### src/hdl/satl_ram.sv
// Generic single-write, single-read RAM with a registered read port.
// No dependencies.
module satl_ram #(
  parameter int unsigned WIDTH = 8,
  parameter int unsigned DEPTH = 16
) (
  input  logic                                  clk,
  input  logic                                  we,
  input  logic [(DEPTH > 1 ? $clog2(DEPTH) : 1)-1:0] waddr,
  input  logic [WIDTH-1:0]                      wdata,
  input  logic                                  re,
  input  logic [(DEPTH > 1 ? $clog2(DEPTH) : 1)-1:0] raddr,
  output logic [WIDTH-1:0]                      rdata
);

  logic [WIDTH-1:0] mem [DEPTH];
  logic [WIDTH-1:0] rdata_r;

  always_ff @(posedge clk) begin
    if (we) begin
      mem[waddr] <= wdata;
    end
    if (re) begin
      rdata_r <= mem[raddr];
    end
  end

  assign rdata = rdata_r;

endmodule

### config.mk
export PLATFORM = sky130hd
export DESIGN_NAME = satl_ram
export DESIGN_NICKNAME = d
export VERILOG_FILES = /design/src/hdl/satl_ram.sv
export SDC_FILE = /design/constraint.sdc
export NUM_CORES = 1
export LEC_CHECK = 0
export BUFFER_PORTS_ARGS = -buffer_cell sky130_fd_sc_hd__buf_2
export CORE_MARGIN = 3
export CORE_UTILIZATION = 50
export CTS_BUF_LIST = sky130_fd_sc_hd__clkbuf_2 sky130_fd_sc_hd__clkbuf_4 sky130_fd_sc_hd__clkbuf_8
export CTS_CLUSTER_DIAMETER = 200
export DETAILED_ROUTE_END_ITERATION = 7
export PLACE_DENSITY = 0.7
export SETUP_SLACK_MARGIN = 0.2
export SYNTH_ARGS = -nofsm -noshare
export SYNTH_HDL_FRONTEND = slang
export SYNTH_SLANG_ARGS = --single-unit
### constraint.sdc
create_clock -name clk -period 2 [get_ports clk]
set_clock_uncertainty 0.05 [all_clocks]
set_input_delay 0 -clock clk [delete_from_list [all_inputs] [get_ports clk]]
set_output_delay 0 -clock clk [all_outputs]
set_load 0.01 [all_outputs]
Word level (Yosys, flattened, before mapping)

Memory sizes are Yosys's and may differ from the RTL's. A register that Yosys moved wholly into a read port is not among the register bits.
Cells that the tools add are included.

Input bits: 19
Output and inout bits: 8
Word-level logic and storage cells: 3
Memories kept: 1
Memory bits (writable): 128
Register bits after elaboration: 0

Muxes and demuxes: 2

Memory list:

| memory | words | bits a word | read ports | clocked after memory_dff | write ports | RTL line | RTL |
|---|---|---|---|---|---|---|---|
| mem    | 16    | 8           | 1          | 1                        | 1           | 16       | `logic [WIDTH-1:0] mem [DEPTH];` |

Operators with widths:

| cell             | count |
|---|---|
| 2-to-1 mux 1 bit | 2 |

Depth between registers and ports, before layout

Word-level depth: 2
Gate-level depth with buffers: 5

Least setup slack after synthesis

OpenSTA, ideal clock, no wires.

Path kind: input -> register
Start point: input port waddr[2] (netlist bit)
End point: memory mem[0][0] (enable)
Data arrival time: 1110 ps
Setup time: 383 ps
Setup slack: 457 ps
Stages on the path: 2
Buffers on the path: 0
Cells stage by stage: or3b_2 -> nor3_1

RTL lines:

| what            | RTL line | RTL |
|---|---|---|
| start, declared | 9        | `input logic [(DEPTH > 1 ? $clog2(DEPTH) : 1)-1:0] waddr,` |
| end, declared   | 16       |  |

No word-level cell before the write port.

==> impl_metrics.prom <==
# TYPE chip_impl_metric gauge
chip_impl_info{name="run_status",value="finished clean"} 1
chip_impl_metric{name="chipHeight",unit="um"} 108
chip_impl_metric{name="globalRouteOverflowTotal",unit=""} 0
chip_impl_metric{name="clock_insertion_delay_worst_skew",unit="ns"} 0.42
chip_impl_info{name="synth.largest_area_cell",value="edfxtp_1"} 1
chip_impl_metric{name="synth-seq-cells",unit=""} 136
chip_impl_metric{name="power.static_leakage",unit="uW"} 0.00205
chip_impl_info{name="setup.worst_path.class",value="flip-flop to flip-flop"} 1
chip_impl_metric{name="core.rowCount",unit=""} 36
chip_impl_metric{name="multiplexer_area_fraction_after_synthesis",unit="%"} 14.8
chip_impl_metric{name="viasPerCell",unit=""} 5.53
chip_impl_info{name="grt_setup_unrepaired",value="no"} 1
chip_impl_metric{name="hpwlAfterDp",unit="mm"} 6.13
chip_impl_metric{name="grt_max_degree",unit=""} 21
chip_impl_metric{name="placeableCoreArea",unit="um^2"} 9950
chip_impl_metric{name="final_min_period_over_clock_period",unit="%"} 78.3
chip_impl_metric{name="htree_num_levels",unit=""} 4
chip_impl_metric{name="synth_compound_area_share",unit="%"} 2.30
chip_impl_metric{name="clk_pin_slew_worst_paths",unit="ns"} 0.08
chip_impl_metric{name="yosys.area_share.adder",unit="%"} 0
chip_impl_info{name="worst_hold_startpoint",value="waddr[0]"} 1
chip_impl_metric{name="global_routing_usage_on_met3",unit="%"} 5.25
chip_impl_metric{name="netlist.area_leader.share",unit="%"} 78.1
chip_impl_metric{name="placement.setup.worst_slack",unit="ns"} 0.273
chip_impl_metric{name="met2_usage",unit="%"} 28.1
chip_impl_metric{name="cts-buffers-inserted",unit=""} 17
chip_impl_metric{name="post_route_cells_drive_above_1_share",unit="%"} 31.2
chip_impl_info{name="library_cell_used_as_clock_root_buffer",value="clkbuf_8"} 1
chip_impl_metric{name="post_synthesis_xor_xnor_area_fraction",unit="%"} 0
chip_impl_metric{name="routed_wire_length_per_instance",unit="um"} 21.5
chip_impl_info{name="tritoncts_clock_tree",value="built"} 1
chip_impl_metric{name="setup_viol",unit=""} 0
chip_impl_metric{name="firstDrtPassIters",unit=""} 4
chip_impl_metric{name="grt_pass1_vias",unit=""} 2564
chip_impl_metric{name="die-area",unit="um^2"} 11700
chip_impl_info{name="critical_path.top_delay_family",value="multiplexers"} 1
chip_impl_metric{name="power_frac_clock",unit="%"} 36.8
chip_impl_metric{name="comb_power_share",unit="%"} 5.4
chip_impl_metric{name="grt_antenna_before_repair",unit=""} 0
chip_impl_metric{name="final_nets",unit=""} 314
chip_impl_metric{name="synth.avg_cell_area",unit="um^2"} 22.8
chip_impl_metric{name="remaining_drc_errors",unit=""} 0
chip_impl_metric{name="cp_slowest_stage_delay",unit="ns"} 0.52
chip_impl_metric{name="die_width",unit="um"} 108
chip_impl_info{name="combinational_family_with_the_most_area_after_synthesis",value="multiplexers"} 1
chip_impl_metric{name="tns",unit="ns"} 0
chip_impl_metric{name="timing_max_transition_violations_final",unit=""} 0
chip_impl_metric{name="p_sw_share",unit="%"} 20.6
chip_impl_metric{name="peakVddDrop",unit="V"} 0.000457
chip_impl_metric{name="max-cap-violations",unit=""} 0
chip_impl_metric{name="synth.net_count",unit=""} 248
chip_impl_info{name="critical-path-slowest-cell",value="mux4_1"} 1
chip_impl_info{name="worstSetupStartpoint",value="mem[9][4]"} 1
chip_impl_metric{name="synthesis.instances",unit=""} 229
chip_impl_metric{name="fmaxAchievable",unit="GHz"} 0.639
chip_impl_info{name="synthTopCellsByArea",value="edfxtp_1, mux4_2, mux4_1"} 1
chip_impl_metric{name="finalWorstSetupSlack",unit="ns"} 0.434
chip_impl_metric{name="grt_pass1_wl",unit="mm"} 14.3
chip_impl_metric{name="cp.buffers_inverters",unit=""} 0
chip_impl_metric{name="postCtsSetupRepairBufs",unit=""} 0
chip_impl_metric{name="synth-simple-area-share",unit="%"} 3.14
chip_impl_metric{name="drt-initial-drc-count",unit=""} 149
chip_impl_metric{name="insertedDiodeCount",unit=""} 0
chip_impl_metric{name="gp_congestion",unit=""} 0.729
chip_impl_metric{name="switching_power",unit="uW"} 1150
chip_impl_metric{name="cts.sink_count",unit=""} 136
chip_impl_info{name="hp-class",value="input pin to flip-flop"} 1
chip_impl_info{name="timing.rr.start",value="mem[9][4]"} 1
chip_impl_info{name="grt_most_used_layer",value="met2"} 1
chip_impl_info{name="worst_setup_path_end_kind",value="flip-flop"} 1
chip_impl_metric{name="placement.io_buffers",unit=""} 26
chip_impl_metric{name="fin_crit",unit="ns"} 1.57
chip_impl_metric{name="hold_ws",unit="ns"} 0.0790
chip_impl_metric{name="start_util",unit="%"} 52.5
chip_impl_metric{name="clockBufferDepth",unit=""} 2
chip_impl_metric{name="crit_required",unit="ns"} 2.11
chip_impl_metric{name="p_int",unit="uW"} 4430
chip_impl_info{name="crit_chain",value="mux4_1, a22oi_1, nand2_1"} 1
chip_impl_metric{name="boundaryPins",unit=""} 27
chip_impl_metric{name="ys.warnings.count",unit=""} 0
chip_impl_metric{name="mappedNetlistArea",unit="um^2"} 5230
chip_impl_metric{name="timing.max_slew.rel_slack",unit="%"} 67.3
chip_impl_metric{name="worst_slew_pin_slew",unit="ns"} 0.490
chip_impl_metric{name="postRouteWirelength",unit="mm"} 9.47
chip_impl_metric{name="synth-seq-area-share",unit="%"} 78.1
chip_impl_metric{name="postRouteAntennaNets",unit=""} 0
chip_impl_metric{name="groute.usage.overall",unit="%"} 17.9
chip_impl_metric{name="grt_use_met1",unit="%"} 24.1
chip_impl_metric{name="detailroute.via_count",unit=""} 2437
chip_impl_metric{name="critPathMaxFanout",unit=""} 1
chip_impl_metric{name="pwr-share-seq",unit="%"} 57.8
chip_impl_metric{name="power_per_cell_area",unit="nW/um^2"} 919
chip_impl_metric{name="area_growth_syn_to_layout",unit="%"} 16.2
chip_impl_metric{name="critical_path_arrival",unit="ns"} 1.68
chip_impl_metric{name="hold_viol_final",unit=""} 0
chip_impl_info{name="cp-start-kind",value="flip-flop"} 1
chip_impl_metric{name="post_synth_num_cell_types",unit=""} 18
-- cell families (layout without fill, tap and decap cells) --
kind of cell           count (synthesis)  count (layout)
flip-flops                           136             136
AND/OR/NAND/NOR                       35              35
multiplexers                          32              32
AO/OA/AOI/OAI                         16              16
buffers and inverters                 10              89
-- tightest hold or removal path: cells and delay by family --
family	cells	cell delay, ns
buffers and inverters	2	0.32
AND/OR/NAND/NOR	1	0.06
-- layout make-up --
| class | count | area [um^2] |
|---|---|---|
| Timing Repair Buffer | 57 | 398 |
| Tap cell | 133 | 166 |
| Fill cell | 696 | 3880 |
| Clock inverter | 15 | 136 |
| Sequential cell | 136 | 4080 |
| Multi-Input combinational cell | 83 | 1060 |
| Clock buffer | 17 | 234 |
-- power by group through the flow --
stage,sequential (uW),clock [uW],combinational [uW]
final,3230,2050,304
after global routing,3230,2230,329
after CTS,3230,2110,310
after detailed placement,3290,0,296
after global placement,3280,0,290
after floorplan,3290,0,162
-- per-stage QoR --
step / util (%) / total power (uW) / cells / cell area, um^2
floorplan: - / 3450 / 229 / 5230
global placement: 56.4 / 3570 / 400 / 5620
detailed placement: 56.4 / 3580 / 400 / 5620
CTS: 61.0 / 5640 / 441 / 6080
global route: 61.0 / 5790 / 441 / 6080
finish: 61.0 / 5580 / 441 / 6080
-- synth_stat cells --
cell type	count
nand2_1	9
and2_1	1
buf_2	3
a22oi_1	16
mux4_1	14
edfxtp_1	136
and2b_1	1
nor2b_1	1
nand3b_1	2
or3b_2	1
buf_4	1
buf_6	3
nor2_1	13
clkdlybuf4s25_2	3
nor3_1	4
nand2b_1	2
mux4_2	18
nand3_1	1
-- repair_timing --
| item | 4_1_cts | 5_1_grt |
|---|---|---|
| hold buffers | 9 | 0 |
| hold endpoints to repair | 136 | 0 |
| gates resized for setup | 0 | 0 |
-- path summary, 6_finish.rpt --
check	end	slack (ns)	cells after the start
max	rdata[4]	0.43	3
min	mem[8][5]	0.08	3
max reg2reg	rdata[4]	0.43	3
min reg2reg	rdata[1]	0.71	3
-- registers in the layout, summed over array words and instances, names as in the netlist --
signal,count
rdata,8
mem,128
-- layer usage --
layer  share of wire [%]  vias up  routed length [um]
met5                   0        -                   0
met4                 1.6        0                 155
met3                 5.2       10                 495
met2                  50       66                4720
met1                  43     1252                4100
li1                    -     1109                   -
-- cells in the final DEF, fill, tap and decap left out --
cell type	synthesis	final
clkbuf_8	0	17
nor2b_1	1	1
and2b_1	1	1
a22oi_1	16	16
nand3_1	1	1
bufinv_16	0	2
edfxtp_1	136	136
nor3_1	4	4
nor2_1	13	13
or3b_2	1	1
nand2_1	9	9
clkinv_1	0	3
nand3b_1	2	2
mux4_1	14	14
clkinv_2	0	5
clkinvlp_4	0	3
nand2b_1	2	2
and2_1	1	1
clkinv_4	0	2
buf_12	0	1
mux4_2	18	18
buf_4	1	21
dlygate4sd3_1	0	9
buf_2	3	26
Power figures use the tool's default switching activity.
